### config.mk
export PLATFORM = sky130hd
export DESIGN_NAME = gregorian_day_difference_counter
export DESIGN_NICKNAME = d
export VERILOG_FILES = /design/src/rtl/gddc_pkg.sv /design/src/rtl/gregorian_day_difference_counter.sv /design/src/rtl/gddc_dp.sv /design/src/rtl/gddc_ctrl.sv
export SDC_FILE = /design/constraint.sdc
export NUM_CORES = 1
export LEC_CHECK = 0
export ABC_AREA = 1
export BUFFER_PORTS_ARGS = -buffer_cell sky130_fd_sc_hd__buf_2
export CAP_MARGIN = 10
export CORE_ASPECT_RATIO = 0.5
export CORE_MARGIN = 3
export CORE_UTILIZATION = 28
export CTS_CLUSTER_DIAMETER = 30
export DETAILED_ROUTE_END_ITERATION = 8
export PLACE_DENSITY_LB_ADDON = 0.12
export RECOVER_POWER = 50
export SLEW_MARGIN = 10
export SYNTH_ARGS = -nofsm -noshare
export SYNTH_HDL_FRONTEND = slang
export SYNTH_SLANG_ARGS = --single-unit
### constraint.sdc
create_clock -name clk_i -period 7.23 [get_ports clk_i]
set_input_delay 0 -clock clk_i [delete_from_list [all_inputs] [get_ports clk_i]]
set_output_delay 0 -clock clk_i [all_outputs]
set_load 0.05 [all_outputs]
### src/rtl/gddc_pkg.sv
package gddc_pkg;

  // field widths
  localparam int unsigned DAY_W          = 5;
  localparam int unsigned MONTH_W        = 4;
  localparam int unsigned YEAR_W         = 14;
  // walked year carries one extra bit so a wrap past the top still compares as later
  localparam int unsigned WYEAR_W        = YEAR_W + 1;
  localparam int unsigned COUNT_OUT_W    = 22;
  localparam int unsigned COUNT_BITS_DEF = 22;
  localparam int unsigned LEN_W          = 9;

  localparam logic [MONTH_W-1:0] MONTH_JAN = 4'd1;
  localparam logic [MONTH_W-1:0] MONTH_FEB = 4'd2;
  localparam logic [MONTH_W-1:0] MONTH_APR = 4'd4;
  localparam logic [MONTH_W-1:0] MONTH_JUN = 4'd6;
  localparam logic [MONTH_W-1:0] MONTH_SEP = 4'd9;
  localparam logic [MONTH_W-1:0] MONTH_NOV = 4'd11;
  localparam logic [MONTH_W-1:0] MONTH_DEC = 4'd12;

  localparam logic [DAY_W-1:0] DAY_FIRST = 5'd1;
  localparam logic [DAY_W-1:0] LEN_FEB   = 5'd28;
  localparam logic [DAY_W-1:0] LEN_FEB_L = 5'd29;
  localparam logic [DAY_W-1:0] LEN_SHORT = 5'd30;
  localparam logic [DAY_W-1:0] LEN_LONG  = 5'd31;

  localparam logic [LEN_W-1:0] YEAR_LEN      = 9'd365;
  localparam logic [LEN_W-1:0] LEAP_YEAR_LEN = 9'd366;

  // inverse of 25 modulo 2^15 and the largest product of a multiple of 25
  localparam logic [WYEAR_W-1:0] INV25       = 15'd23593;
  localparam logic [WYEAR_W-1:0] DIV25_LIMIT = 15'd1310;

  typedef struct packed {
    logic load;
    logic advance;
    logic capture;
  } gddc_cmd_t;

  typedef struct packed {
    logic finish;
  } gddc_sts_t;

  // 4/100/400 rule: 4 | y and (25 does not divide y, or 16 | y)
  function automatic logic is_leap(input logic [WYEAR_W-1:0] y);
    logic [WYEAR_W-1:0] prod;
    logic               div25;
    prod  = WYEAR_W'(y * INV25);
    div25 = (prod <= DIV25_LIMIT);
    return (y[1:0] == 2'd0) && (!div25 || (y[3:0] == 4'd0));
  endfunction

  function automatic logic [DAY_W-1:0] month_len(input logic [MONTH_W-1:0] m,
                                                  input logic leap);
    logic [DAY_W-1:0] len;
    len = LEN_LONG;
    if (m inside {MONTH_APR, MONTH_JUN, MONTH_SEP, MONTH_NOV}) begin
      len = LEN_SHORT;
    end else if (m == MONTH_FEB) begin
      len = leap ? LEN_FEB_L : LEN_FEB;
    end
    return len;
  endfunction

endpackage

### src/rtl/gregorian_day_difference_counter.sv
// channel   direction  handshake                fields
// in        request    in_valid_i / in_stall_o   start_day/month/year, end_day/month/year
// out       result     out_valid_o / out_stall_i day_count, range_error
//
// one walk step per cycle: a day, or a whole year when the walk sits on new year's day before the end year
// and the count has room for it; request to result: a load, the walk steps, then the capture of the final compare,
// the walk stepping over the days of the partial years and taking each whole year spanned as one step
// asynchronous active-low reset clears the controller and the result valid only
// a result held under out_stall_i does not block the next request, only the next result
module gregorian_day_difference_counter #(
  parameter int unsigned COUNT_BITS = gddc_pkg::COUNT_BITS_DEF
) (
  input  logic                             clk_i,
  input  logic                             rst_ni,
  // request channel
  input  logic                             in_valid_i,
  output logic                             in_stall_o,
  input  logic [gddc_pkg::DAY_W-1:0]       start_day_i,
  input  logic [gddc_pkg::MONTH_W-1:0]     start_month_i,
  input  logic [gddc_pkg::YEAR_W-1:0]      start_year_i,
  input  logic [gddc_pkg::DAY_W-1:0]       end_day_i,
  input  logic [gddc_pkg::MONTH_W-1:0]     end_month_i,
  input  logic [gddc_pkg::YEAR_W-1:0]      end_year_i,
  // result channel
  output logic                             out_valid_o,
  input  logic                             out_stall_i,
  output logic [gddc_pkg::COUNT_OUT_W-1:0] day_count_o,
  output logic                             range_error_o
);
  import gddc_pkg::*;

  // commands from the controller, finish status back from the datapath
  gddc_cmd_t cmd;
  gddc_sts_t sts;

  // controller: idle / walk sequencing and the result valid flag
  gddc_ctrl u_ctrl (
    .clk_i       (clk_i),
    .rst_ni      (rst_ni),
    .in_valid_i  (in_valid_i),
    .in_stall_o  (in_stall_o),
    .out_valid_o (out_valid_o),
    .out_stall_i (out_stall_i),
    .cmd_o       (cmd),
    .sts_i       (sts)
  );

  // datapath: walked date, day counter, end date and result register
  gddc_dp #(
    .CountBits (COUNT_BITS)
  ) u_dp (
    .clk_i         (clk_i),
    .cmd_i         (cmd),
    .sts_o         (sts),
    .start_day_i   (start_day_i),
    .start_month_i (start_month_i),
    .start_year_i  (start_year_i),
    .end_day_i     (end_day_i),
    .end_month_i   (end_month_i),
    .end_year_i    (end_year_i),
    .day_count_o   (day_count_o),
    .range_error_o (range_error_o)
  );

endmodule

### src/rtl/gddc_dp.sv
module gddc_dp #(
  parameter int unsigned CountBits = gddc_pkg::COUNT_BITS_DEF
) (
  input  logic                                 clk_i,
  input  gddc_pkg::gddc_cmd_t                  cmd_i,
  output gddc_pkg::gddc_sts_t                  sts_o,
  input  logic [gddc_pkg::DAY_W-1:0]           start_day_i,
  input  logic [gddc_pkg::MONTH_W-1:0]         start_month_i,
  input  logic [gddc_pkg::YEAR_W-1:0]          start_year_i,
  input  logic [gddc_pkg::DAY_W-1:0]           end_day_i,
  input  logic [gddc_pkg::MONTH_W-1:0]         end_month_i,
  input  logic [gddc_pkg::YEAR_W-1:0]          end_year_i,
  output logic [gddc_pkg::COUNT_OUT_W-1:0]     day_count_o,
  output logic                                 range_error_o
);
  import gddc_pkg::*;

  localparam logic [CountBits-1:0] CountMax = '1;

  logic [DAY_W-1:0]       day_q, day_d;
  logic [MONTH_W-1:0]     month_q, month_d;
  logic [WYEAR_W-1:0]     year_q, year_d;
  logic [DAY_W-1:0]       end_day_q, end_day_d;
  logic [MONTH_W-1:0]     end_month_q, end_month_d;
  logic [YEAR_W-1:0]      end_year_q, end_year_d;
  logic [CountBits-1:0]   count_q, count_d;
  logic [COUNT_OUT_W-1:0] day_count_q, day_count_d;
  logic                   range_error_q, range_error_d;

  logic                   leap;
  logic [DAY_W-1:0]       mlen;
  logic [LEN_W-1:0]       year_len;
  logic [WYEAR_W-1:0]     end_year_ext;
  logic                   match;
  logic                   overrun;
  logic                   shortcut;
  logic [DAY_W:0]         day_inc;
  logic [MONTH_W:0]       month_inc;

  assign leap         = is_leap(year_q);
  assign mlen         = month_len(month_q, leap);
  assign year_len     = leap ? LEAP_YEAR_LEN : YEAR_LEN;
  assign end_year_ext = {1'b0, end_year_q};
  assign match        = (day_q == end_day_q) && (month_q == end_month_q)
                        && (year_q == end_year_ext);
  assign overrun      = (year_q > end_year_ext) || (count_q == CountMax);
  // whole year from new year's day, before the end year, when the count has room for it
  assign shortcut     = (day_q == DAY_FIRST) && (month_q == MONTH_JAN)
                        && (year_q < end_year_ext)
                        && (~count_q >= CountBits'(year_len));
  assign day_inc      = {1'b0, day_q} + 1'b1;
  assign month_inc    = {1'b0, month_q} + 1'b1;

  assign sts_o.finish = match || overrun;

  always_comb begin
    day_d         = day_q;
    month_d       = month_q;
    year_d        = year_q;
    end_day_d     = end_day_q;
    end_month_d   = end_month_q;
    end_year_d    = end_year_q;
    count_d       = count_q;
    day_count_d   = day_count_q;
    range_error_d = range_error_q;
    if (cmd_i.load) begin
      day_d       = start_day_i;
      month_d     = start_month_i;
      year_d      = {1'b0, start_year_i};
      end_day_d   = end_day_i;
      end_month_d = end_month_i;
      end_year_d  = end_year_i;
      count_d     = '0;
    end else if (cmd_i.advance) begin
      if (shortcut) begin
        count_d = count_q + CountBits'(year_len);
        year_d  = year_q + 1'b1;
      end else begin
        count_d = count_q + 1'b1;
        if (day_inc > {1'b0, mlen}) begin
          day_d = DAY_FIRST;
          if (month_inc > {1'b0, MONTH_DEC}) begin
            month_d = MONTH_JAN;
            year_d  = year_q + 1'b1;
          end else begin
            month_d = month_inc[MONTH_W-1:0];
          end
        end else begin
          day_d = day_inc[DAY_W-1:0];
        end
      end
    end
    if (cmd_i.capture) begin
      day_count_d   = COUNT_OUT_W'(count_q);
      range_error_d = !match;
    end
  end

  always_ff @(posedge clk_i) begin
    day_q         <= day_d;
    month_q       <= month_d;
    year_q        <= year_d;
    end_day_q     <= end_day_d;
    end_month_q   <= end_month_d;
    end_year_q    <= end_year_d;
    count_q       <= count_d;
    day_count_q   <= day_count_d;
    range_error_q <= range_error_d;
  end

  assign day_count_o   = day_count_q;
  assign range_error_o = range_error_q;

endmodule

### src/rtl/gddc_ctrl.sv
module gddc_ctrl (
  input  logic                clk_i,
  input  logic                rst_ni,
  input  logic                in_valid_i,
  output logic                in_stall_o,
  output logic                out_valid_o,
  input  logic                out_stall_i,
  output gddc_pkg::gddc_cmd_t cmd_o,
  input  gddc_pkg::gddc_sts_t sts_i
);
  import gddc_pkg::*;

  typedef enum logic [1:0] {
    ST_IDLE = 2'b01,
    ST_WALK = 2'b10
  } gddc_state_e;

  gddc_state_e state_q, state_d;
  logic        out_valid_q, out_valid_d;
  logic        out_free;

  assign out_free = !out_valid_q || !out_stall_i;

  always_comb begin
    state_d       = state_q;
    cmd_o         = '0;
    in_stall_o    = 1'b1;
    case (state_q)
      ST_IDLE: begin
        in_stall_o = 1'b0;
        if (in_valid_i) begin
          cmd_o.load = 1'b1;
          state_d    = ST_WALK;
        end
      end
      ST_WALK: begin
        if (sts_i.finish) begin
          // hold the walk until the result register is free
          if (out_free) begin
            cmd_o.capture = 1'b1;
            state_d       = ST_IDLE;
          end
        end else begin
          cmd_o.advance = 1'b1;
        end
      end
      default: begin
        state_d = ST_IDLE;
      end
    endcase
  end

  assign out_valid_d = cmd_o.capture || (out_valid_q && out_stall_i);

  always_ff @(posedge clk_i or negedge rst_ni) begin
    if (!rst_ni) begin
      state_q     <= ST_IDLE;
      out_valid_q <= 1'b0;
    end else begin
      state_q     <= state_d;
      out_valid_q <= out_valid_d;
    end
  end

  assign out_valid_o = out_valid_q;

endmodule

Word-level counts from Yosys, hierarchy flattened:

Cells that the tools add are included.

* bits in registers: 95
* output and inout port bits: 25
* word-level logic and storage cells: 102

* $add $sub $neg: 5
* $mul: 1
* magnitude comparators: 6
* equal/unequal tests: 17
* mux-type cells: 30
* bitwise logic cells: 1
* reduce and logical (&&, ||, !) cells: 30

Operators with widths (number)
* 15-bit two-way mux: 3
* 5-bit two-way mux: 6
* 14-bit two-way mux: 2
* 22-bit by 1-bit adder with 22-bit output (second input constant): 1
* 22-bit by 9-bit adder with 22-bit output: 1
* 22-bit == test (second input constant): 1
* 22-bit by 9-bit greater-or-equal comparator with 1-bit output: 1
* 22-bit two-way mux: 1
* 22-bit NOT: 1
* 4-bit two-way mux: 5
* 15-bit by 1-bit adder with 15-bit output (second input constant): 1
* 15-bit by 14-bit == test with 1-bit output: 1
* 15-bit by 14-bit > comparator with 1-bit output: 1
* 15-bit by 11-bit <= comparator with 1-bit output (second input constant): 1
* 15-bit by 14-bit < comparator with 1-bit output: 1
* 15-bit by 15-bit multiplier with 15-bit output (second input constant): 1
* 3-bit AND reduction: 4
* 2-bit two-way mux: 5
* 4-bit by 3-bit == test with 1-bit output (second input constant): 2
* 4-bit == test (second input constant): 2
* 2-bit nonzero test: 4
* 1-bit logical AND: 7
* 1-bit two-way mux: 7
* 5-bit by 1-bit adder with 6-bit output (second input constant): 1
* other kinds (20): 30

Longest topological paths before layout:

* depth after elaboration: 13
* depth in mapped cells: 47
* depth with buffers taken out: 47

Cells and area by module:

Synthesis repeated with hierarchy kept, for this count alone.

* cells, all modules: 758
* area total of the unflattened synthesis: 6647.6 um^2

By module, submodules not included
* gddc_dp: instances 1, cells each 740, area an instance 6502.5 um^2, sequential area each 2532.4 um^2
* gddc_ctrl: instances 1, cells each 18, area an instance 145.1 um^2, sequential area each 76.3 um^2

Least setup slack after synthesis:

OpenSTA, ideal clock, no wires.

* path kind: reg-to-reg
* start point: reg u_dp.year_q[2]
* end point: reg u_dp.count_q[10]
* arrival time: 6.668 ns
* required time: 7.110 ns
* path slack: 0.442 ns
* stages on the path, launching flop included: 39
* period minus slack after synthesis: 6.788 ns
* cells stage by stage: edfxtp_1 > inv_1 > ha_1 > ha_1 > inv_1 > fa_1 > inv_1 > fa_1 > fa_1 > ha_1 > ha_1 > a21oi_1 > o21ai_0 > a31oi_1 > nand3_1 > nand3_1 > nand2_1 > ha_1 > [3 not listed] > nand2_1 > nand2_1 > nand2_1 > nand3_1 > nand2_1 > nor2_1 > nand3_1 > ha_1 > inv_1 > fa_1 > o31ai_2 > nand2_1 > nand2_1 > nand2_1 > nand2_1 > nor2_1 > o21ai_2 > a21oi_2

* word-level cells in the longest chain between the ends: 9

RTL lines
* start, declared: RTL line gddc_dp.sv:22 `logic [WYEAR_W-1:0] year_q, year_d;`
* start signal, assigned: RTL line gddc_dp.sv:102 `year_q <= year_d;`
* 15-bit by 15-bit multiplier with 15-bit output: RTL line gddc_pkg.sv:48 `prod = WYEAR_W'(y * INV25);`
* 15-bit by 11-bit <= comparator with 1-bit output: RTL line gddc_pkg.sv:49 `div25 = (prod <= DIV25_LIMIT);`
* 1-bit logical NOT: RTL line gddc_pkg.sv:50 `return (y[1:0] == 2'd0) && (!div25 || (y[3:0] == 4'd0));`
* 1-bit logical OR: RTL line gddc_pkg.sv:50
* 1-bit logical AND: RTL line gddc_pkg.sv:50
* 2-bit two-way mux: RTL line gddc_dp.sv:42 `assign year_len = leap ? LEAP_YEAR_LEN : YEAR_LEN;`
* 22-bit by 9-bit greater-or-equal comparator with 1-bit output: RTL line gddc_dp.sv:50 `&& (~count_q >= CountBits'(year_len));`
* 1-bit logical AND: RTL line gddc_dp.sv:50
* 22-bit two-way mux: RTL line gddc_dp.sv:75 `if (shortcut) begin`
* end signal, assigned: RTL line gddc_dp.sv:106 `count_q <= count_d;`
* end, declared: RTL line gddc_dp.sv:26 `logic [CountBits-1:0] count_q, count_d;`

Several ways; a longest one is shown, not always the timed one.
A chain may end at the register's enable or synchronous reset.

Worst setup path in the final report:

* start point: reg u_dp.year_q[7]
* end point: reg u_dp.count_q[19]

The elaborated chain is that of the path after synthesis.

==> reports/results.txt <==
Drt first-iter violations - 384
Reg clk slew, reported paths - 0.07 ns
Largest cells by area after synthesis - edfxtp_1, ha_1, nand2_1, inv_1, dfxtp_1
Die height - 119 µm
I/O Buffers - 74
Root buffer cell - clkbuf_16
Post-Syn Area - 7170 µm²
Sequential area share after synthesis - 36.4%
Final core occ - 36.2%
Routed length per instance - 14.7 µm
Fin Clk Skew - 0.00778 ns
Synth warnings - 0
Combinational cell fraction of total power - 69.6%
GRT Util Overall - 14.8%
Cell count after synthesis - 863
WP depth - 39
Sw Ratio - 49.4%
Core ar. - 24,600 µm²
Yosys top cell area share - 28.9%
Clock power frac - 11.3%
Die ar. - 27,700 µm²
WP data arrival - 6.97 ns
Critical Path Sink - u_dp.count_q[19]$_SDFFE_PP0P_
Worst Setup End Kind - flop
Number of flops mapped to enable cells by yosys - 69
Slowest stage delay, CP - 0.54 ns
Vias - 5,996
Core Rows - 40
Post-synth top flop - edfxtp_1
Cell variety after synth - 45
CP delay by family, top - adder cells
Status - finished clean
Fin Hold WS - 0.0111 ns
MaxCap Viol Count - 0
Cell Int Power - 2.24 mW
First-pass GRT wire length - 32,100 µm
Initial antenna violation count - 0
Psw - 2.18 mW
Vias in the first global route - 6,021
Sequential share of power - 19.1%
Fin cells - 1,345
Worst-path maximum fanout - 6
CTS tree - yes
Antenna-violating nets left - 0
Reg2reg setup slack - 0.48 ns
Worst path most repeated cell - nand2_1
Worst path slowest cell - fa_1
Share of synthesized flip-flops with an asynchronous set or reset - 3.16%
Leakage - 3.99 nW
Clk sinks - 95
Number of synthesized register bits - 95
Tmin final - 6.75 ns
Mean area per synthesized cell - 8.31 µm²
Number of CTS-inserted buffers - 9
Critical R2R Capture - u_dp.count_q[19]$_SDFFE_PP0P_
Commonest non-fill, non-tap cell in the layout - nand2_1
Hold Fails Final Rpt - 0
Critical R2R Launch - u_dp.year_q[7]$_DFFE_PP_
Chip width - 232 µm
# setup viols final - 0
Synth Net Count - 1,015
P&R area growth vs syn - 24.0%
H-tree levels - 3
CP Buf/Inv Count - 8
Final Net Count - 1,156
Tcrit/Tclk final - 93.3%
Vias per cell - 4.46
GR Overflow Total - 0
Pwr Density - 497 nW/µm²
Global placement routability congestion - 0.859
Worst Setup Start Kind - flop
Placed Instances - 1,279
Max IR drop VDD - 0.375 mV
Fmax - 148 MHz
Yosys top cell by area - edfxtp_1
Clock buffer depth - 2
Max transition margin - 22.6%
Ant. Diodes - 0
Slew Viols, Final - 0
DP HPWL - 15,200 µm
Layout cell share with drive strength beyond 1 - 15.0%
Clk_lat worst skew - 0.36 ns
Worst-margin pin slew - 1.16 ns
Boundary Pins - 75
WL final - 19,800 µm
Most frequent cells in the layout - nand2_1, inv_1, ha_1, edfxtp_1, nor2_1
Critical Path RT - 7.45 ns
Initial Util - 29.2%
R2R depth - 39
Number of remaining DRC errors - 0
Largest net degree at the start of global routing - 40
RSZ-0062 raised after global routing - false
Worst hold-check path type - primary input to flop
Crit path from - u_dp.year_q[7]$_DFFE_PP_
1st-pass router iterations - 4
Crit Path Category - flop to flop
[final cells by class]
cell class                 instances  area [µm²]
multi-input combinational        611        4060
sequential                        95        2610
clock inverter                     6        68.8
timing repair buffer             144         970
clock buffer                      10         229
fill                            2579       15700
tap                              336         420
inverter                         143         537
[tightest hold or removal path, stage by stage]
cell and delay (ns):
buf_2 0.08, nand2_1 0.10, o31ai_1 0.08
[metal layers]
metal	wire length, µm	GRT usage, %	vias to the layer above
met3	443	2.37	16
met1	9650	19.5	2813
met5	0	0	-
met4	287	3.75	0
met2	9390	25.4	62
li1	-	-	3105
[synthesized netlist by cell type (2+ instances only)]
master,number
nor3_2,2
o21ai_0,40
a31oi_1,5
nor3_1,11
nand2_2,3
nand3b_1,2
a21oi_1,33
nor3b_1,2
fa_1,15
nor2_4,3
dfrtp_1,2
inv_1,141
a21o_1,3
o21a_1,2
xor2_1,18
o31ai_1,3
nand2_1,211
a22o_1,3
nor2_2,6
nor2_1,68
nand4_1,15
buf_2,6
edfxtp_1,69
inv_2,2
buf_6,3
clkbuf_1,3
xnor2_1,9
dfxtp_1,23
o21ai_2,5
ha_1,87
a21oi_2,15
nand3_1,39
nand3_2,2
[state kept, by name (all words and copies together) (netlist names)]
| name | cells |
|---|---|
| u_ctrl.out_valid_o | 1 |
| u_ctrl.state_q | 2 |
| u_dp.count_q | 22 |
| u_dp.day_count_o | 22 |
| u_dp.day_q | 5 |
| u_dp.end_day_q | 5 |
| u_dp.end_month_q | 4 |
| u_dp.end_year_q | 14 |
| u_dp.month_q | 4 |
| u_dp.range_error_o | 1 |
| u_dp.year_q | 15 |
[stage by stage]
| step | worst slack, ns | power, mW | area (µm²) | setup TNS [ns] |
|---|---|---|---|---|
| 2_1_floorplan | 0.442 | 2.96 | 7170 | 0 |
| 3_3_place_gp | 0.173 | 3.66 | 8020 | 0 |
| 3_5_place_dp | -0.0155 | 3.71 | 8020 | -0.0155 |
| 4_1_cts | 0.0460 | 4.25 | 8770 | 0 |
| 5_1_grt | 0.00496 | 4.94 | 8890 | 0 |
| 6_report | 0.485 | 4.42 | 8890 | 0 |
[cells by family after synthesis]
logic type / Yosys count / share of synthesized area, %
buf+inv: 157 / 8.80
xor+xnor: 27 / 3.30
compound gates: 113 / 9.65
simple gates: 369 / 22.5
fa+ha+maj: 102 / 19.4
flops: 95 / 36.4
[how the worst min path moves through the flow]
stage / startpoint / endpoint / slack [ns] / cells past startpoint
floorplan: rst_ni / u_ctrl.out_valid_o$_DFF_PN0_ / -0.30 / 0
global placement: rst_ni / u_ctrl.out_valid_o$_DFF_PN0_ / -0.20 / 1
detailed placement: rst_ni / u_ctrl.out_valid_o$_DFF_PN0_ / -0.20 / 1
CTS: start_year_i[6] / u_dp.year_q[6]$_DFFE_PP_ / 0.02 / 3
global route: start_year_i[6] / u_dp.year_q[6]$_DFFE_PP_ / 0.009 / 3
finish: start_year_i[6] / u_dp.year_q[6]$_DFFE_PP_ / 0.01 / 3
[what timing repair did]
item	in CTS	in global routing
gates resized for setup	1	28
endpoints found under the hold margin	45	0
endpoints found under the setup margin	2	18
hold buffers	44	0
setup buffers	0	6
pin swaps	0	4
[power by group through the flow]
| stage | combinational (mW) | sequential [mW] | clock, mW |
|---|---|---|---|
| 2_1_floorplan | 2.07 | 0.883 | 0 |
| 3_3_place_gp | 2.80 | 0.854 | 0 |
| 3_5_place_dp | 2.85 | 0.855 | 0 |
| 4_1_cts | 2.89 | 0.843 | 0.515 |
| 5_1_grt | 3.54 | 0.859 | 0.537 |
| 6_report | 3.08 | 0.844 | 0.497 |
Power figures use the tool's default switching activity.
